<file path="src/rtl/lsp_ram.sv">
`timescale 1ns / 1ps
// ----------------------------------------------------------------------------
// lsp_ram
// Generic RAM: one write port, two registered read ports.
// ----------------------------------------------------------------------------
module lsp_ram #(
  parameter int WIDTH = 32,
  parameter int DEPTH = 32
) (
  input  logic                     clk,
  input  logic                     wr_en,
  input  logic [$clog2(DEPTH)-1:0] wr_addr,
  input  logic [WIDTH-1:0]         wr_data,
  input  logic [$clog2(DEPTH)-1:0] rd_addr_a,
  output logic [WIDTH-1:0]         rd_data_a,
  input  logic [$clog2(DEPTH)-1:0] rd_addr_b,
  output logic [WIDTH-1:0]         rd_data_b
);

  logic [WIDTH-1:0] mem [DEPTH];

  always_ff @(posedge clk) begin
    if (wr_en) begin
      mem[wr_addr] <= wr_data;
    end
    rd_data_a <= mem[rd_addr_a];
    rd_data_b <= mem[rd_addr_b];
  end

endmodule

</file>
<file path="config.mk">
export PLATFORM = sky130hd
export DESIGN_NAME = lsp_ram
export DESIGN_NICKNAME = d
export VERILOG_FILES = /design/src/rtl/lsp_ram.sv
export SDC_FILE = /design/constraint.sdc
export NUM_CORES = 1
export LEC_CHECK = 0
export BUFFER_PORTS_ARGS = -buffer_cell sky130_fd_sc_hd__buf_4
export CAP_MARGIN = 20
export CORE_MARGIN = 4
export CORE_UTILIZATION = 30
export CTS_BUF_LIST = sky130_fd_sc_hd__clkbuf_4 sky130_fd_sc_hd__clkbuf_8
export CTS_CLUSTER_DIAMETER = 200
export CTS_CLUSTER_SIZE = 40
export DETAILED_ROUTE_END_ITERATION = 10
export GPL_ROUTABILITY_DRIVEN = 0
export PLACE_DENSITY_LB_ADDON = 0.2
export SETUP_SLACK_MARGIN = 0.2
export SYNTH_ARGS = -nofsm -noshare
export SYNTH_HDL_FRONTEND = slang
export SYNTH_SLANG_ARGS = --single-unit
</file>
<file path="constraint.sdc">
create_clock -name clk -period 2.95 [get_ports clk]
set_clock_uncertainty 0.2 [all_clocks]
set_input_delay 0.295 -clock clk [delete_from_list [all_inputs] [get_ports clk]]
set_output_delay 0.295 -clock clk [all_outputs]
set_load 0.05 [all_outputs]
</file>
# == Yosys cells after proc, flatten, opt, wreduce, memory -nomap -nowiden ==
# Memory sizes are Yosys's and may differ from the RTL's. A register that Yosys moved wholly into a read port is not among the register bits.
# Index checks and enable logic that the tools add are counted.
# totals
ff_bits,0
ramBits,1024
input_bits,49
out_inout_bits,64
elab_cells,3
n_memories,1
# mem_list
name,depth,width,rd,rd_clocked_by_memory_dff,wr,line_no,text
mem,32,32,2,2,1,20,logic [WIDTH-1:0] mem [DEPTH];
# classes
n_mux,2
# ops
op,count
two-way mux 1 bit,2

# == Depth between registers and ports, before layout ==
# Gate-level depths: netlist of run 1.
# logic_depth
ltp_word,2
mapped_depth,8

# == Worst setup path after synthesis of run 1 ==
# Ideal clock, no wire load.
# synth_timing
kind,input to register
start,input wr_addr[1]
end,"memory mem[12][0], enable pin"
setup_time_ns,0.421
t_arrival_ns,2.308
setup_slack_ns,0.021
cell_stages,3
n_path_buf,1
cell_sequence,or3b_2 -> clkbuf_1 -> nor2_1
# synth_lines
item,line_no,text
start: declaration,12,"input logic [$clog2(DEPTH)-1:0] wr_addr,"
end: declaration,20,
# No word-level cell before the write port.

==> results.sh, run 1 <==
export IMPL_run_status="finished clean"
export IMPL_post_layout_nets=3663
export IMPL_critical_path_required_ps=3510
export IMPL_worst_path_max_fanout=39
export IMPL_port_buffer_count=112
export IMPL_dieWidth_um=417
export IMPL_max_clock_path_buffers=3
export IMPL_setup_violations=0
export IMPL_synth_cell_area_mm2=0.0501
export IMPL_finalHoldViolations=0
export IMPL_number_of_buffers_created_by_cts=31
export IMPL_start_util_pct=30.3
export IMPL_multi_input_comb_area_mm2=0.0168
export IMPL_vias_in_the_first_global_route=31400
export IMPL_via_per_inst=5.36
export IMPL_shortest_period_the_worst_path_allows_ps=2590
export IMPL_max_cap_viol_count=0
export IMPL_cts_clk_slew_worst_paths_ps=230
export IMPL_worst_setup_path_start_kind="input port"
export IMPL_gates_resized_cts_repair=0
export IMPL_core_area_mm2=0.165
export IMPL_syn_nets=3499
export IMPL_route_antenna_remaining_nets=0
export IMPL_postCtsSetupRepairBufs=0
export IMPL_overflow=0
export IMPL_timing_fmax_mhz=386
export IMPL_critical_path_endpoint_type="flip-flop"
export IMPL_synthDistinctLibCells=24
export IMPL_fin_setup_tns_ps=0
export IMPL_via_count=31300
export IMPL_root_buffer="sky130_fd_sc_hd__clkbuf_8"
export IMPL_firstDrtPassIters=5
export IMPL_clock_tree_from_tritoncts="done"
export IMPL_dp_hpwl_um=103000
export IMPL_area_delta_synth_final_pct=12.5
export IMPL_die_y_um=417
export IMPL_cp_arrival_ps=3150
export IMPL_grt_usage_pct=19.3
export IMPL_final_seq_area_mm2=0.0320
export IMPL_pwr_density_cell_mw_per_mm2=475
export IMPL_detail_route_drc_violations=0
export IMPL_numClockSinks=1088
export IMPL_final_max_slew_violation_count=0
export IMPL_wl_per_cell_um=29.8
export IMPL_insertion_delay_ps=870
export IMPL_rsz0062_at_grt="false"
export IMPL_antenna_found_initial=14
export IMPL_detail_route_wirelength_um=174000
export IMPL_largest_net_degree_at_the_start_of_global_routing=65
export IMPL_final_fill_count=15900
export IMPL_cts_max_level=1
export IMPL_power_leakage_nw=20.4
export IMPL_crit_type="in2reg"
export IMPL_global_route_wire_length_before_repair_um=243000
export IMPL_max_slew_margin_rel_pct=54.1
export IMPL_hold_class="in2reg"
export IMPL_layout_core_utilization_pct=34.1
export IMPL_ios=113
export IMPL_syn_mean_instance_area_um2=14.5
export IMPL_rows=149
export IMPL_synthCells=3450
export IMPL_synth_warnings=0
export IMPL_area_of_the_die_mm2=0.174
export IMPL_max_vdd_ir_drop_v=0.000364
export IMPL_worstMarginPinSlew_ps=688
export IMPL_final_layout_size_suffix_gt1_share_pct=12.1
export IMPL_initialDrtViolationCount=2467
export IMPL_ys_ff_latch=1088
export IMPL_fin_crit_sh_pct=87.8
export IMPL_yosysSeqAreaShare_pct=64.0
[Yosys cell counts (all sizes together)]
| cell type | number | area, um^2 |
|---|---|---|
| buf | 163 | 1210 |
| or2 | 2 | 12.5 |
| nand3b | 5 | 37.5 |
| or3 | 1 | 6.26 |
| or3b | 3 | 26.3 |
| nor3 | 64 | 320 |
| a22oi | 192 | 1440 |
| a31oi | 64 | 400 |
| nand3 | 194 | 971 |
| clkbuf | 90 | 353 |
| nand2 | 195 | 732 |
| dfxtp | 64 | 1280 |
| nor2b | 4 | 25.0 |
| nor2 | 35 | 131 |
| a22o | 128 | 1120 |
| edfxtp | 1024 | 30700 |
| and2 | 2 | 12.5 |
| a21oi | 192 | 961 |
| mux2i | 1024 | 10200 |
| nand2b | 4 | 25.0 |
[state kept, by name, indices dropped and copies added, names as in the netlist]
signal and cells:
rd_data_a 32, rd_data_b 32, mem 1024
[stage by stage]
step / setup WS, ps / hold slack [ps] / instances / power [W] / instance area [um^2]
3_3_place_gp: 555 / 409 / 5718 / 0.0213 / 55200
3_5_place_dp: 527 / 412 / 5718 / 0.0213 / 55200
6_report: 361 / 17.7 / 5835 / 0.0268 / 56300
5_1_grt: 346 / -0.0383 / 5831 / 0.0277 / 56300
4_1_cts: 219 / 6.41 / 5828 / 0.0270 / 56300
2_1_floorplan: 20.9 / 194 / 3450 / 0.0197 / 50100
[cell usage in the layout, fill, tap and decap left out]
| cell type | instances |
|---|---|
| sky130_fd_sc_hd__clkbuf_4 | 24 |
| sky130_fd_sc_hd__dlygate4sd3_1 | 52 |
| sky130_fd_sc_hd__nand2b_4 | 3 |
| sky130_fd_sc_hd__clkinvlp_4 | 1 |
| sky130_fd_sc_hd__mux2i_1 | 1024 |
| sky130_fd_sc_hd__nor2_1 | 1 |
| sky130_fd_sc_hd__a31oi_1 | 64 |
| sky130_fd_sc_hd__edfxtp_1 | 1024 |
| sky130_fd_sc_hd__or3b_2 | 3 |
| sky130_fd_sc_hd__nand2_2 | 2 |
| sky130_fd_sc_hd__nor3_1 | 64 |
| sky130_fd_sc_hd__nor2_4 | 34 |
| sky130_fd_sc_hd__nor2b_4 | 4 |
| sky130_fd_sc_hd__buf_8 | 2 |
| sky130_fd_sc_hd__dfxtp_1 | 64 |
| sky130_fd_sc_hd__nand3_1 | 194 |
| sky130_fd_sc_hd__and2_4 | 2 |
| sky130_fd_sc_hd__buf_12 | 87 |
| sky130_fd_sc_hd__nand3b_1 | 5 |
| sky130_fd_sc_hd__nand2_1 | 193 |
| sky130_fd_sc_hd__nand2b_2 | 1 |
| sky130_fd_sc_hd__or2_2 | 2 |
| sky130_fd_sc_hd__a22oi_1 | 192 |
| sky130_fd_sc_hd__clkbuf_8 | 31 |
| sky130_fd_sc_hd__or3_1 | 1 |
| sky130_fd_sc_hd__diode_2 | 8 |
| sky130_fd_sc_hd__clkinv_16 | 1 |
| sky130_fd_sc_hd__a21oi_1 | 192 |
| sky130_fd_sc_hd__a22o_1 | 128 |
| sky130_fd_sc_hd__buf_4 | 243 |
[per-layer routing]
metal	wire length, um	vias to the layer above	global-route usage [%]
met4	3860	2	4.15
met5	13	-	0
li1	-	13800	-
met3	6040	162	1.58
met1	76100	16600	25.8
met2	87700	702	34.4
[kinds of logic (layout without fill, tap and decap cells)]
kind of cell	count (synthesis)	after routing	share of synthesized area, %
DFF	1088	1088	64.0
muxes	1024	1024	20.5
AOI/OAI and AO/OA	576	576	7.84
and+or+nand+nor	509	509	4.59
buffers and inverters	253	441	3.13
other	0	8	0
[timing repair]
| item | in CTS | in global routing |
|---|---|---|
| endpoints found under the hold margin | 1084 | 4 |
| endpoints found under the setup margin | 0 | 3 |
| hold buffers | 53 | 1 |
[power breakdown]
| part | internal (W) | switching, W |
|---|---|---|
| logic | 0.00128 | 0.00240 |
| registers | 0.0172 | 0.000184 |
| clock network | 0.00131 | 0.00443 |
| total | 0.0198 | 0.00701 |
[final cells by class]
type / count / area share (%)
Antenna cell: 8 / 0.0355
Clock buffer: 55 / 1.08
Clock inverter: 2 / 0.0666
Multi-Input combinational cell: 2109 / 29.8
Sequential cell: 1088 / 56.8
Tap cell: 2189 / 4.86
Timing Repair Buffer: 384 / 7.31
[final timing paths]
check | startpoint | to | slack, ps | cells past startpoint
hold / removal | wr_addr[2] | mem[18][19]$_DFFE_PP_ | 20 | 4
hold reg to reg | mem[9][9]$_DFFE_PP_ | rd_data_a[9]$_DFF_P_ | 410 | 4
setup reg to reg | mem[18][24]$_DFFE_PP_ | rd_data_a[24]$_DFF_P_ | 690 | 6
setup / recovery | rd_addr_a[1] | rd_data_a[14]$_DFF_P_ | 360 | 9
[critical path, cell delays in order]
cell and delay [ps]:
sky130_fd_sc_hd__dlygate4sd3_1 590, sky130_fd_sc_hd__buf_8 290, sky130_fd_sc_hd__buf_12 310, sky130_fd_sc_hd__mux2i_1 230, sky130_fd_sc_hd__nand2_1 70, sky130_fd_sc_hd__dlygate4sd3_1 570
sky130_fd_sc_hd__nand3_1 70, sky130_fd_sc_hd__dlygate4sd3_1 550, sky130_fd_sc_hd__nand3_1 70
(Power assumes the default switching activity.)
==> inputs of run 2 (changes only) <==
--- a/config.mk
+++ b/config.mk
@@ -5,6 +5,7 @@
 export SDC_FILE = /design/constraint.sdc
 export NUM_CORES = 1
 export LEC_CHECK = 0
+export ABC_AREA = 1
 export BUFFER_PORTS_ARGS = -buffer_cell sky130_fd_sc_hd__buf_4
 export CAP_MARGIN = 20
 export CORE_MARGIN = 4
@@ -15,6 +16,7 @@
 export DETAILED_ROUTE_END_ITERATION = 10
 export GPL_ROUTABILITY_DRIVEN = 0
 export PLACE_DENSITY_LB_ADDON = 0.2
+export RECOVER_POWER = 100
 export SETUP_SLACK_MARGIN = 0.2
 export SYNTH_ARGS = -nofsm -noshare
 export SYNTH_HDL_FRONTEND = slang
==> run 2 against run 1 <==
Net effect:
- the run now ends with capacitance limit, slew limit left
- synthesized area rose by 7.5%
- hold slack better by 21 ps
- critical endpoint is now mem[21][26]$_DFFE_PP_
- first-iteration DRC count grew 77%
- routed wire length is 21% higher
- final area increased by 2.1%
- combinational power rose by 12%
==> results.sh, run 2 <==
export IMPL_port_buffer_count=112
export IMPL_crit_reg2reg_capture="rd_data_b[30]$_DFF_P_"
export IMPL_pwr_density_cell_mw_per_mm2=476
export IMPL_power_switching_w=0.00787
export IMPL_most_frequent_cell_after_synthesis="sky130_fd_sc_hd__nand2_1"
export IMPL_final_seq_area_mm2=0.0320
export IMPL_multi_input_comb_area_mm2=0.0187
export IMPL_firstDrtPassIters=6
export IMPL_synth_flop_cell="sky130_fd_sc_hd__edfxtp_1"
export IMPL_synth_enable_flop_cells=1024
export IMPL_final_fill_count=18300
export IMPL_worstReg2RegStart="mem[18][30]$_DFFE_PP_"
export IMPL_ios=113
export IMPL_area_of_the_die_mm2=0.186
export IMPL_via_count=44200
export IMPL_synth_top_cells_by_count="sky130_fd_sc_hd__nand2_1 (2,880), sky130_fd_sc_hd__nand3_1 (1,548), sky130_fd_sc_hd__edfxtp_1 (1,024), sky130_fd_sc_hd__buf_2 (172), sky130_fd_sc_hd__buf_6 (121)"
export IMPL_async_flop_share_pct=0
export IMPL_length_in_cells_of_the_worst_reg_to_reg_path=10
export IMPL_detail_route_wirelength_um=209000
export IMPL_place_area_mm2=0.0573
export IMPL_rsz0062_at_grt="false"
export IMPL_regMostFlops="mem"
export IMPL_startpoint="wr_addr[1]"
export IMPL_ys_top_cells_by_area="sky130_fd_sc_hd__edfxtp_1 (57%), sky130_fd_sc_hd__nand2_1 (20%), sky130_fd_sc_hd__nand3_1 (14%), sky130_fd_sc_hd__buf_6 (2.5%), sky130_fd_sc_hd__dfxtp_1 (2.4%)"
export IMPL_via_per_inst=5.31
export IMPL_hold_class="in2reg"
export IMPL_global_route_wire_length_before_repair_um=301000
export IMPL_numClockSinks=1088
export IMPL_antenna_found_initial=4
export IMPL_largest_registers="mem x1024, rd_data_a x32, rd_data_b x32"
export IMPL_cts_max_level=1
export IMPL_clock_tree_from_tritoncts="done"
export IMPL_vias_in_the_first_global_route=42400
export IMPL_finalInstanceArea_mm2=0.0575
export IMPL_final_layout_size_suffix_gt1_share_pct=4.19
export IMPL_worstMarginPinSlew_ps=1820
export IMPL_cp_arrival_ps=3130
export IMPL_largest_register_ff_count=1024
export IMPL_detail_route_drc_violations=0
export IMPL_run_status="finished, violations left"
export IMPL_route_antenna_remaining_nets=0
export IMPL_post_route_hold_slack_ps=38.4
export IMPL_syn_mean_instance_area_um2=8.97
export IMPL_synth_warnings=0
export IMPL_finalHoldViolations=0
export IMPL_cp_endpoint="mem[21][26]$_DFFE_PP_"
export IMPL_combinationalPowerShare_pct=15.1
export IMPL_start_util_pct=30.2
export IMPL_violations_in_the_final_reports="capacitance limit, slew limit"
export IMPL_dp_hpwl_um=116000
export IMPL_max_clock_path_buffers=3
export IMPL_worst_path_max_fanout=21
export IMPL_overflow=0
export IMPL_p_int_w=0.0195
export IMPL_post_layout_nets=5989
export IMPL_syn_nets=6048
export IMPL_ys_ff_latch=1088
export IMPL_number_of_buffers_created_by_cts=31
export IMPL_timing_fmax_mhz=354
export IMPL_fin_crit_sh_pct=95.8
export IMPL_layout_core_utilization_pct=32.2
export IMPL_critical_path_endpoint_type="flip-flop"
export IMPL_seqPwrFrac_pct=63.4
export IMPL_largest_net_degree_at_the_start_of_global_routing=129
export IMPL_synthDistinctLibCells=14
export IMPL_max_slew_margin_rel_pct=-21.4
export IMPL_layout_common_cells="sky130_fd_sc_hd__nand2_1 (2,880), sky130_fd_sc_hd__nand3_1 (1,548), sky130_fd_sc_hd__edfxtp_1 (1,024)"
export IMPL_die_y_um=432
export IMPL_wl_per_cell_um=25.2
export IMPL_yosysSeqAreaShare_pct=59.5
export IMPL_setup_violations=0
export IMPL_crit_type="in2reg"
export IMPL_slack_of_the_worst_reg_to_reg_path_ps=580
export IMPL_final_max_slew_violation_count=312
export IMPL_synth_cell_area_mm2=0.0538
export IMPL_top_cell_type_by_total_area_after_synthesis="sky130_fd_sc_hd__edfxtp_1"
export IMPL_root_buffer="sky130_fd_sc_hd__clkbuf_8"
export IMPL_gates_resized_cts_repair=0
export IMPL_shortest_period_the_worst_path_allows_ps=2830
export IMPL_fin_setup_tns_ps=0
export IMPL_initialDrtViolationCount=4372
export IMPL_power_clock_fraction_pct=21.5
export IMPL_area_delta_synth_final_pct=6.88
export IMPL_max_vdd_ir_drop_v=0.000400
export IMPL_final_common_cell="sky130_fd_sc_hd__nand2_1"
export IMPL_core_area_mm2=0.178
export IMPL_dieWidth_um=432
export IMPL_synthCells=5999
export IMPL_synth_largest_type_area_fraction_pct=57.1
export IMPL_cts_clk_slew_worst_paths_ps=240
export IMPL_worst_setup_path_start_kind="input port"
export IMPL_insertion_delay_ps=880
export IMPL_rows=155
export IMPL_max_cap_viol_count=13
export IMPL_power_switching_fraction_pct=28.7
export IMPL_power_leakage_nw=22.1
export IMPL_critical_path_required_ps=3260
export IMPL_grt_usage_pct=21.7
-- run 2: repair_timing --
item	4_1_cts	5_1_grt
hold buffers	60	0
buffers inserted	0	0
hold endpoints to repair	1135	0
-- run 2: cell families (layout without fill, tap and decap cells) --
logic type | count (synthesis) | after routing | synth area share [%]
simple gates | 4460 | 4460 | 34.7
other cells | 0 | 2 | 0
buf+inv | 451 | 416 | 5.76
flops | 1088 | 1088 | 59.5
-- run 2: worst max-delay path, cell delays in order --
cell and delay (ps):
sky130_fd_sc_hd__dlygate4sd3_1 540, sky130_fd_sc_hd__buf_4 140, sky130_fd_sc_hd__inv_1 60, sky130_fd_sc_hd__nand3_1 60, sky130_fd_sc_hd__dlygate4sd3_1 550, sky130_fd_sc_hd__clkbuf_2 250, sky130_fd_sc_hd__nor2_1 250, sky130_fd_sc_hd__buf_2 900
-- run 2: final cells by class --
class                   instances  area share [%]
inverters                      15           0.241
clock inverters                 1          0.0522
well taps                    2355            5.12
multi-input cells            4460            32.6
diodes                          2         0.00870
flip-flops and latches       1088            55.7
repair buffers                344            5.21
clock buffers                  56            1.07
-- run 2: layer usage --
metal / vias up / GRT usage, % / part of all wire (%)
li1: 20100 / - / -
met1: 21700 / 28.6 / 41
met2: 1952 / 37.1 / 48
met3: 446 / 1.98 / 6.5
met4: 4 / 8.32 / 4.5
met5: - / 0 / 0.012
-- run 2: stage by stage --
stage	std cells	power (W)	setup slack (ps)
5_1_grt	8320	0.0284	115
3_5_place_dp	8202	0.0219	498
3_3_place_gp	8202	0.0219	487
6_report	8321	0.0274	125
2_1_floorplan	5999	0.0202	379
4_1_cts	8319	0.0277	375
-- run 2: worst min path at each step --
| stage | start | endpoint | depth (start not counted) |
|---|---|---|---|
| finish | rd_addr_b[0] | rd_data_b[19]$_DFF_P_ | 9 |
| global route | rd_addr_b[1] | rd_data_b[2]$_DFF_P_ | 8 |
| CTS | rd_addr_b[1] | rd_data_b[24]$_DFF_P_ | 9 |
| detailed placement | rd_addr_a[4] | rd_data_a[31]$_DFF_P_ | 4 |
| global placement | wr_data[10] | mem[11][10]$_DFFE_PP_ | 1 |
| floorplan | wr_data[0] | mem[0][0]$_DFFE_PP_ | 0 |
-- run 2: power by group through the flow --
stage	Combinational [W]	Sequential, W	Clock [W]
after CTS	0.00428	0.0174	0.00609
after detailed placement	0.00419	0.0177	0
final	0.00412	0.0174	0.00589
after floorplan	0.00224	0.0180	0
after global placement	0.00419	0.0177	0
after global routing	0.00446	0.0174	0.00659
