### config.mk
export PLATFORM = sky130hd
export DESIGN_NAME = lsp_front
export DESIGN_NICKNAME = d
export VERILOG_FILES = /design/src/rtl/lsp_pkg.sv /design/src/rtl/lsp_front.sv
export SDC_FILE = /design/constraint.sdc
export NUM_CORES = 1
export LEC_CHECK = 0
export CAP_MARGIN = 30
export CELL_PAD_IN_SITES_DETAIL_PLACEMENT = 1
export CELL_PAD_IN_SITES_GLOBAL_PLACEMENT = 1
export CORE_ASPECT_RATIO = 0.75
export CORE_MARGIN = 2
export CORE_UTILIZATION = 48
export CTS_BUF_LIST = sky130_fd_sc_hd__clkbuf_4 sky130_fd_sc_hd__clkbuf_8 sky130_fd_sc_hd__clkbuf_16
export CTS_CLUSTER_DIAMETER = 200
export DETAILED_ROUTE_END_ITERATION = 10
export DONT_BUFFER_PORTS = 1
export PLACE_DENSITY = 0.93
export SLEW_MARGIN = 40
export SYNTH_ARGS = -nofsm -noshare
export SYNTH_HDL_FRONTEND = slang
export SYNTH_SLANG_ARGS = --single-unit
export TNS_END_PERCENT = 30
### constraint.sdc
create_clock -name clk -period 4.5 [get_ports clk]
set_input_delay 0.45 -clock clk [delete_from_list [all_inputs] [get_ports clk]]
set_output_delay 0.45 -clock clk [all_outputs]
set_load 0.01 [all_outputs]
### src/rtl/lsp_pkg.sv
`timescale 1ns / 1ps
// ----------------------------------------------------------------------------
// lsp_pkg
// Shared constants and types for the LPC to LSP Chebyshev root search block.
// ----------------------------------------------------------------------------
package lsp_pkg;

  // Frame geometry
  localparam int MAX_ORDER = 16;
  localparam int COEF_W    = 32;
  localparam int ORD_CAP   = MAX_ORDER / 2 * 2;
  localparam int HALF_CAP  = MAX_ORDER / 2;
  localparam int POLY_W    = COEF_W + 8;
  localparam int VAL_W     = COEF_W + 16;
  localparam int X_W       = 32;
  localparam int RAM_DEPTH = 2 * MAX_ORDER;
  localparam int RAM_AW    = $clog2(RAM_DEPTH);

  // Multiplier operand and result widths
  localparam int MUL_W  = 48;
  localparam int PROD_W = 51;

  // Configuration register indexes
  localparam logic [1:0] CFG_LPC_ORDER = 2'd0;
  localparam logic [1:0] CFG_GRID_STEP = 2'd1;
  localparam logic [1:0] CFG_BISECT    = 2'd2;

  // Fixed point constants
  localparam logic signed [X_W-1:0] NEG_ONE_Q30 = -32'sd1073741824;

  typedef struct packed {
    logic [4:0]  lpc_order;
    logic [23:0] grid_step;
    logic [3:0]  bisect_steps;
  } cfg_t;

  // One loaded frame waiting for the search engine
  typedef struct packed {
    logic [4:0] order;
    logic [4:0] loaded;
    logic       count_err;
    logic       bank;
  } frame_t;

  typedef struct packed {
    logic                    go;
    logic                    s24;
    logic signed [MUL_W-1:0] a;
    logic signed [MUL_W-1:0] b;
  } mul_req_t;

  typedef struct packed {
    logic                     done;
    logic signed [PROD_W-1:0] prod;
  } mul_rsp_t;

endpackage

### src/rtl/lsp_front.sv
`timescale 1ns / 1ps
// ----------------------------------------------------------------------------
// lsp_front
// Coefficient loader: writes coefficients into a two-bank store and queues
// a descriptor for each finished frame (two-entry queue).
// ----------------------------------------------------------------------------
module lsp_front import lsp_pkg::*; (
  input  logic                     clk,
  input  logic                     rst_n,
  input  cfg_t                     cfg,
  input  logic                     in_valid,
  output logic                     in_stall,
  input  logic signed [COEF_W-1:0] in_coef_value,
  input  logic                     in_last_coef,
  output logic                     wr_en,
  output logic [RAM_AW-1:0]        wr_addr,
  output logic [COEF_W-1:0]        wr_data,
  output logic                     frm_valid,
  output frame_t                   frm,
  input  logic                     frm_pop
);

  logic [4:0] load_cnt_r;
  logic       wr_bank_r;
  frame_t     q_mem_r [2];
  logic       q_wptr_r;
  logic       q_rptr_r;
  logic [1:0] q_cnt_r;

  logic       accept;
  logic       push;
  logic [4:0] cnt_inc;
  logic [4:0] order;
  frame_t     desc;

  // Even order, clamped to the supported range
  function automatic logic [4:0] norm_order(input logic [4:0] v);
    logic [4:0] n;
    n = {v[4:1], 1'b0};
    if (n < 5'd2) n = 5'd2;
    if (n > 5'(ORD_CAP)) n = 5'(ORD_CAP);
    return n;
  endfunction

  assign in_stall  = (q_cnt_r == 2'd2);
  assign accept    = in_valid && !in_stall;
  assign push      = accept && in_last_coef;
  assign frm_valid = (q_cnt_r != 2'd0);
  assign frm       = q_mem_r[q_rptr_r];

  // Store write: entries past the store depth are dropped
  assign wr_en   = accept && (load_cnt_r < 5'(MAX_ORDER));
  assign wr_addr = {wr_bank_r, load_cnt_r[RAM_AW-2:0]};
  assign wr_data = in_coef_value;

  always_comb begin
    cnt_inc        = (load_cnt_r == 5'd31) ? 5'd31 : load_cnt_r + 5'd1;
    order          = norm_order(cfg.lpc_order);
    desc.order     = order;
    desc.loaded    = (cnt_inc > 5'(MAX_ORDER)) ? 5'(MAX_ORDER) : cnt_inc;
    desc.count_err = (cnt_inc != order);
    desc.bank      = wr_bank_r;
  end

  always_ff @(posedge clk) begin
    if (!rst_n) begin
      load_cnt_r <= '0;
      wr_bank_r  <= 1'b0;
      q_wptr_r   <= 1'b0;
      q_rptr_r   <= 1'b0;
      q_cnt_r    <= '0;
    end else begin
      if (accept) begin
        load_cnt_r <= push ? 5'd0 : cnt_inc;
      end
      if (push) begin
        q_mem_r[q_wptr_r] <= desc;
        q_wptr_r          <= ~q_wptr_r;
        wr_bank_r         <= ~wr_bank_r;
      end
      if (frm_pop) begin
        q_rptr_r <= ~q_rptr_r;
      end
      q_cnt_r <= q_cnt_r + {1'b0, push} - {1'b0, frm_pop};
    end
  end

endmodule

After elaboration in Yosys (flattened, before gate mapping). Memory sizes are Yosys's and may differ from the RTL's. A register that Yosys moved wholly into a read port is not among the register bits. Cells that the tools add are included.

Input port bits: 70. Latch bits: 0. Logic and storage cells: 34. Output and inout port bits: 52. Memories kept: 1. Memory bits (writable): 24. ROM bits: 0. Register bits: 10.

Magnitude comparators: 4. $mul: 0. Shift-type cells: 0. Div/mod/pow operators: 0. Add/sub/neg operators: 3. Mux-type cells: 10. Reduce and logical (&&, ||, !) cells: 5. Bitwise gates (word level): 3. Equality and inequality tests: 3.

Memory list: q_mem_r (words 2, bits a word 12, read ports 1, clocked after memory_dff 1, wr ports 1, RTL line lsp_front.sv:25) `frame_t q_mem_r [2];`.

Operators with widths (number): $mux W5 (5); $gt A5 B5 Y1 const B (2); $add A5 B1 Y5 const B (1); $eq A5 B5 Y1 const B (1); $lt A5 B2 Y1 const B (1); $lt A5 B5 Y1 const B (1); $mux W1 (5); $ne A5 B5 Y1 (1); $logic_and A1 B1 Y1 (3); $not A1 Y1 (3); $add A2 B1 Y2 (1); $eq A2 B2 Y1 const B (1); $reduce_bool A2 Y1 (1); $sub A2 B1 Y2 (1); $logic_not A1 Y1 (1).

Longest topological paths before layout. Gate-level depths: netlist of run 1.

Depth after elaboration: 7. Mapped depth: 8. Depth with buffers taken out: 8.

Worst setup path before layout of run 1. Ideal clock, no wire load.

Path type: reg-to-reg. Start: reg q_cnt_r[0]. End: mem q_mem_r[0][0] (netlist bit) (enable). Cell stages (with the launch flop): 4. Setup time: 0.396 ns. Period minus slack after synthesis: 1.985 ns. Slack: 2.515 ns. Arrival time: 1.589 ns. Path through: dfxtp_1 nand2b_1 nand3_2 nor3b_1.

Word-level cells in the longest chain between the ends: 7.

RTL lines: start, declared (RTL line lsp_front.sv:28) `logic [1:0] q_cnt_r;`; start signal, assigned (RTL line lsp_front.sv:84) `q_cnt_r <= q_cnt_r + {1'b0, push} - {1'b0, frm_pop};`; $eq A2 B2 Y1 (RTL line lsp_front.sv:45) `assign in_stall = (q_cnt_r == 2'd2);`; $logic_not A1 Y1 (RTL line lsp_front.sv:46) `assign accept = in_valid && !in_stall;`; $logic_and A1 B1 Y1 (RTL line lsp_front.sv:46); $logic_and A1 B1 Y1 (RTL line lsp_front.sv:47) `assign push = accept && in_last_coef;`; $mux W1 (RTL line lsp_front.sv:76) `if (push) begin`; $mux W1 (RTL line lsp_front.sv:66) `if (!rst_n) begin`; $mux W1 (implied by the code) (RTL line lsp_front.sv:77) `q_mem_r[q_wptr_r] <= desc;`; end, declared (RTL line lsp_front.sv:25).

Every way passes these cells.

==> results list, run 1 <==
* Status: finished clean
* Pins over their slew limit: 0
- PD cells: 423.0 nW/um^2
- Clock skew after layout: 3.921 ps
- Worst Max-Slew Pin Slew: 520.2 ps
* Largest cells by area after synthesis: edfxtp_1 36%, buf_4 16%, dfxtp_1 12%, mux2_2 6.8%, xnor2_1 2.4%
- CTS Hold Buffers Added: 0
- Summed over all instances, the cell type with the most area after synthesis is edfxtp_1.
- Number of DRC violations after detailed-routing iteration 0: 32
- In the routed design, unresolved DRC markers number 0.
* Routed Antenna Nets: 0
- Syn_nets: 234
* DR vias: 935
- Number of global-route vias before repair: 990
- Setup TNS after final layout: 0 ps
* CTS Root Buffer Type: clkbuf_8
* Number of detailed-routing iterations run before antenna repair: 4
- Detailed placement ended at an HPWL of 2460 um.
* Cell leakage power: 0.6265 nW
- Final period utilization: 0.4533
- Finish-stage setup viols: 0
- Counting the buffers created by CTS gives 5.
* Library cells used by synthesis: 39
* Ports placed on the boundary: 122
* Crit path cell chain: ha_1 -> and4bb_2 -> nor3_1 -> o22ai_1 -> nand4_1
- Broken down by cell family, the worst path's largest delay share belongs to simple AND/OR/NAND/NOR gates.
- CTS built an H-tree with a depth of 2.
- Sink Count: 33
- The synthesized design contains 33 register bits.
- YS warnings: 0
* DIE HEIGHT: 57.28 um
* Detailed Route WL: 3315 um
* Setup repair after global routing missed its margin: no
* Number of antenna violations at the first check in global routing: 0
- CTS tree: done
* Fill cell count: 393
* Clock-pin slew of the registers on the worst-case setup and hold paths: 60 ps
- Floorplan die area: 4298 um^2
- The routed design could run at a clock period as short as 2040 ps.
* Worst endpoint data arrival time: 2030 ps
* Synthesis-to-finish area growth: -7.782%
* Critical path type: register to register
- FP Rows: 19
- Count of maximum capacitance violations: 0
- The first global-routing pass estimated 5112 um of wire.
- The cell count after synthesis came out at 161.
- Average cell area after synthesis: 11.28 um^2
- Type of the most critical hold path: input pin to register
- Using the TritonRoute via totals, the vias-per-cell ratio works out to 5.282.
- The initial utilization of the core area, before any placement, comes to 0.4995.
* Synth top area share: 0.3636
* Prevailing post-synth register cell: edfxtp_1
* Hold Vio Cnt, Final: 0
- Buffer count from post-CTS setup fixing: 0
- STA classifies the critical path endpoint as a register.
* Average wire length per cell after detail routing: 18.73 um
* Share of synthesized flip-flops with an asynchronous set or reset: 0
- In this run, synthesis inferred 22 flip-flops with an integrated enable.
- The share of the Yosys chip area taken by registers is 0.4848.
- Summing internal, switching and leakage power gives 0.0007087 W.
- The worst-case IR drop observed on VDD is 0.0001633 V.
- In the global route stage, overall resource usage came out at 0.1655.
* Largest net degree at the start of global routing: 14
* Overall die width: 75.04 um
- For this run, the top clock speed supported by timing is 490.2 MHz.
* Top fanout value on the critical path: 12
- The congestion estimate from routability-driven global placement came to 0.7195.
* Diodes inserted: 0
* Worst-path cell with the longest stage delay: dfxtp_1
- Number of buffers on the longest clock path: 2
* Total grt overflow: 0
- Cells resized by post-CTS repair: 0
- Of the cells placed in the final design, the portion with a size suffix greater than 1 is 0.2080.
- Core area: 3637 um^2
- At the worst endpoint, the required time is 4490 ps.
* Post-layout net count: 197
- Relative slew margins: 0.6527
* Critical path's largest stage delay: 530 ps
- Critical path launch point type: register
- Summing every instance area after synthesis gives 1817 um^2.
- Together, buffers and inverters on the worst path number 0.
* Clock latency of the later-clocked register in the worst-skew pair: 280 ps
* Number of buffers inserted by port buffering: 0
## layout by cell type, fill, tap and decap left out, types with 2 or more instances in the layout
cell	instances
a21oi_1	3
a31oi_1	2
and2_1	6
and4bb_2	2
clkbuf_8	5
dfxtp_1	11
edfxtp_1	22
ha_1	3
inv_1	4
mux2_2	11
mux2i_1	3
nand2_1	2
nand2b_1	2
nand3_1	2
nand4_1	2
nor2_1	10
nor2b_1	4
nor3_1	2
xnor2_1	5
xor2_1	4
## power by group
part	switching, W	total [W]	internal (W)
clock	0.000105	0.000275	0.000169
combinational	0.0000416	0.0000780	0.0000364
sequential	0.0000156	0.000356	0.000340
total	0.000163	0.000709	0.000546
## worst reg2reg max path: stages (launching register included)
cell and delay [ps]:
dfxtp_1 530, ha_1 480, and4bb_2 310, nor3_1 70, o22ai_1 180, nand4_1 170
## cell usage after synthesis, types with 2 or more instances
master and number:
buf_4 38, edfxtp_1 22, dfxtp_1 11, mux2_2 11, nor2_1 10, and2_1 6
xnor2_1 5, buf_2 4, inv_1 4, nor2b_1 4, xor2_1 4, a21oi_1 3
ha_1 3, mux2i_1 3, a31oi_1 2, and4bb_2 2, clkbuf_1 2, nand2_1 2
nand2b_1 2, nand3_1 2, nand4_1 2, nor3_1 2
## state kept, by name, summed over array words and instances (netlist names), named ones only
register	flops
q_mem_r	22
load_cnt_r	5
q_cnt_r	2
q_rptr_r	1
q_wptr_r	1
wr_bank_r	1
## final timing paths
kind / to / depth (start not counted) / slack (ps) / startpoint
worst max-delay path: q_mem_r[1][1]$_DFFE_PP_ / 5 / 2460 / load_cnt_r[0]$_SDFFE_PN0P_
worst min register to register: q_mem_r[1][0]$_DFFE_PP_ / 0 / 590 / wr_bank_r$_SDFFE_PN0P_
worst max register to register: q_mem_r[1][1]$_DFFE_PP_ / 5 / 2460 / load_cnt_r[0]$_SDFFE_PN0P_
worst min-delay path: q_mem_r[0][11]$_DFFE_PP_ / 0 / 260 / cfg[32]
## through the flow
step	std cells	setup slack [ps]	instance area, um^2	hold WS, ps	util
2_1_floorplan	161	2515	1817	469.5	-
3_3_place_gp	169	2659	1565	549.8	0.4303
3_5_place_dp	169	2472	1565	550.2	0.4303
4_1_cts	177	2436	1675	252.0	0.4606
5_1_grt	177	2286	1675	249.1	0.4606
6_report	177	2460	1675	261.8	0.4606
## routing by layer
| layer | GRT usage | vias up | wire (um) |
|---|---|---|---|
| met5 | 0 | - | 0 |
| li1 | - | 436 | - |
| met2 | 0.2393 | 37 | 1543 |
| met3 | 0.08481 | 23 | 324 |
| met4 | 0.1276 | 0 | 186 |
| met1 | 0.1825 | 439 | 1261 |
## kinds of logic after synthesis
logic type	synth area share
AND/OR/NAND/NOR	0.1309
multiplexers	0.08471
other	0.002064
buffers and inverters	0.1866
adder cells (fa/ha/maj)	0.02066
AO/OA/AOI/OAI	0.04683
XOR/XNOR	0.04339
flip-flops	0.4848
## final cells by class
cell class              instances  area (um^2)  share of cell area
flip-flops and latches         33        880.8              0.5258
multi-input cells              79        596.8              0.3562
clock inverters                 2        33.78             0.02016
repair buffers                  1        7.507            0.004481
well taps                      52        65.06             0.03883
clock buffers                   6        76.32             0.04556
inverters                       4        15.01            0.008962
No activity file was read; power rests on OpenSTA's default activity.
==> run 2, diff against run 1 <==
CORE_UTILIZATION = 45   (was 48)
PLACE_DENSITY = 0.88   (was 0.93)
clock period = 2 ns   (was 4.5 ns; I/O delays follow)
==> results list, run 2 (synthesis results as in run 1) <==
- The top cell types in the final layout, fill and taps aside, are 22 x edfxtp_1, 11 x mux2_2, 11 x dfxtp_1, 10 x nor2_1, 6 x and2_1.
- The path class of the tightest hold or removal check is input pin to register.
* CTS Root Buffer Type: clkbuf_8
- Of the cells placed in the final design, the portion with a size suffix greater than 1 is 0.2462.
- Adding up every negative setup slack in the final design gives 0 ps.
- Clock tree synthesis inserted a total of 5 buffers.
- Row generation in the floorplan step produced 19 rows.
* Overall die width: 77.37 um
- Number of global-route vias before repair: 1016
- Core occupancy in the finished layout: 0.4510
* Final period utilization: 0.8844
* Hold Vio Cnt, Final: 0
- In the routed design, unresolved DRC markers number 0.
- The largest registers in the layout are q_mem_r x22, load_cnt_r x5, q_cnt_r x2.
- Critical Path RT: 2170 ps
* Wire length of the first global-routing pass: 5161 um
* Commonest non-fill, non-tap cell in the layout: edfxtp_1
- The die covers 4567 um^2.
* Setup repair after global routing missed its margin: no
* Final critical delay including setup and external delays: 1769 ps
* Number of antenna violations at the first check in global routing: 0
- Number of DRC violations after detailed-routing iteration 0: 34
* Status: finished clean
- Buffers placed on the I/O ports in this run total 0.
- PD cells: 861.7 nW/um^2
* Clock-pin slew of the registers on the worst-case setup and hold paths: 60 ps
* Top fanout value on the critical path: 6
* Critical path launch point type: register
- Worst reg-to-reg setup slack: 230 ps
- DIE HEIGHT: 59.03 um
* Top metal layer carrying routed signals: met4
- The floorplan step defined a core boundary enclosing 3756 um^2.
- Total grt overflow: 0
* Detailed Route WL: 3277 um
* Met3 wirelength from detailed routing: 311 um
* DR vias: 956
- Max Clock Freq: 565.3 MHz
- The max-slew violation count is 0.
- The repair_antennas step left the layout with diodes totalling 0.
* Per-cell via count in the routed design: 5.253
- On the final layout, the worst clock skew is 2.276 ps.
- Max FFs per register: 22
- For this block, wires on met1 add up to 1334 um.
- At the pin with the least slew margin, the transition time is 536.5 ps.
* Worst endpoint data arrival time: 1940 ps
- TritonCTS built the clock tree.
* Starting Density: 0.4837
- The analysis attributes to cell leakage a power of 0.6447 nW.
- Combined area of the multi-input logic cells: 599.3 um^2
- Post-layout net count: 202
- Finish-stage setup viols: 0
- Clock latency of the later-clocked register in the worst-skew pair: 270 ps
- Relative slew margins: 0.6423
- Crit path capture type: register
* Number of buffers on the longest clock path: 2
- Once detail routing completed, the nets flagged for antenna violations numbered 0.
* Critical path type: register to register
* Reg area: 880.8 um^2
- Average wire length per cell after detail routing: 18.01 um
* Largest net degree at the start of global routing: 14
- Counting flops per register, the top entry is q_mem_r.
- Max-cap violations in this run came to 0.
- H-tree level count: 2
- Fill cells in the final layout number 422.
- Ports placed on the boundary: 122
* Number of detailed-routing iterations run before antenna repair: 4
- VDD sags by at most 0.0003010 V.
- Summed over all nets, the half-perimeter wirelength after detailed placement is 2509 um.
* Synthesis-to-finish area growth: -6.750%
- Counting every sink on the clock net gives 33.
* GR Util All Layers: 0.1514
- The routed design uses 1473 um of met2 wire.
- Global placer's final weighted congestion: 0.7654
## run 2: worst paths after layout
kind / startpoint / endpoint / depth (start not counted)
min reg2reg: wr_bank_r$_SDFFE_PN0P_ / q_mem_r[0][0]$_DFFE_PP_ / 0
max: q_cnt_r[0]$_SDFF_PN0_ / q_cnt_r[1]$_SDFF_PN0_ / 8
min: cfg[32] / q_mem_r[0][11]$_DFFE_PP_ / 0
max reg2reg: q_cnt_r[0]$_SDFF_PN0_ / q_cnt_r[1]$_SDFF_PN0_ / 8
## run 2: area by class of cell
| cell class | instances | area share |
|---|---|---|
| Clock buffer | 6 | 0.04505 |
| Clock inverter | 2 | 0.005908 |
| Inverter | 4 | 0.008863 |
| Multi-Input combinational cell | 79 | 0.3538 |
| Sequential cell | 33 | 0.5199 |
| Tap cell | 52 | 0.03840 |
| Timing Repair Buffer | 6 | 0.02807 |
## run 2: per-stage QoR
step,instances,hold slack (ps),area [um^2],power [W],worst slack [ps]
after global placement,173,299.8,1595,0.0009870,248.9
after global routing,182,0.9159,1694,0.001534,67.12
after floorplan,161,353.2,1817,0.001032,15.32
final,182,19.30,1694,0.001460,231.1
after detailed placement,173,299.9,1595,0.0009974,147.3
after CTS,181,3.759,1682,0.001483,120.6
## run 2: power breakdown
| group | switching, W | internal (W) |
|---|---|---|
| Combinational | 0.000101 | 0.0000884 |
| Clock | 0.000221 | 0.000254 |
| Sequential | 0.0000287 | 0.000766 |
| Total | 0.000351 | 0.00111 |
## run 2: routing by layer
layer,global-route usage,up-vias
met5,0,-
met4,0.1148,0
met3,0.07165,20
met2,0.2335,39
met1,0.1654,450
li1,-,447
## run 2: repair_timing
item                       CTS  global route
hold endpoints to repair     0             1
hold buffers                 0             1
setup endpoints to repair    0             1
buffers inserted             0             0
gates resized for setup      0             1
## run 2: critical path, stage by stage, from the launching register on
cell	delay [ps]
dfxtp_1	340
nand2b_2	170
nand3_2	170
ha_1	320
inv_1	40
ha_1	190
xnor2_1	200
xnor2_1	80
and2_1	150
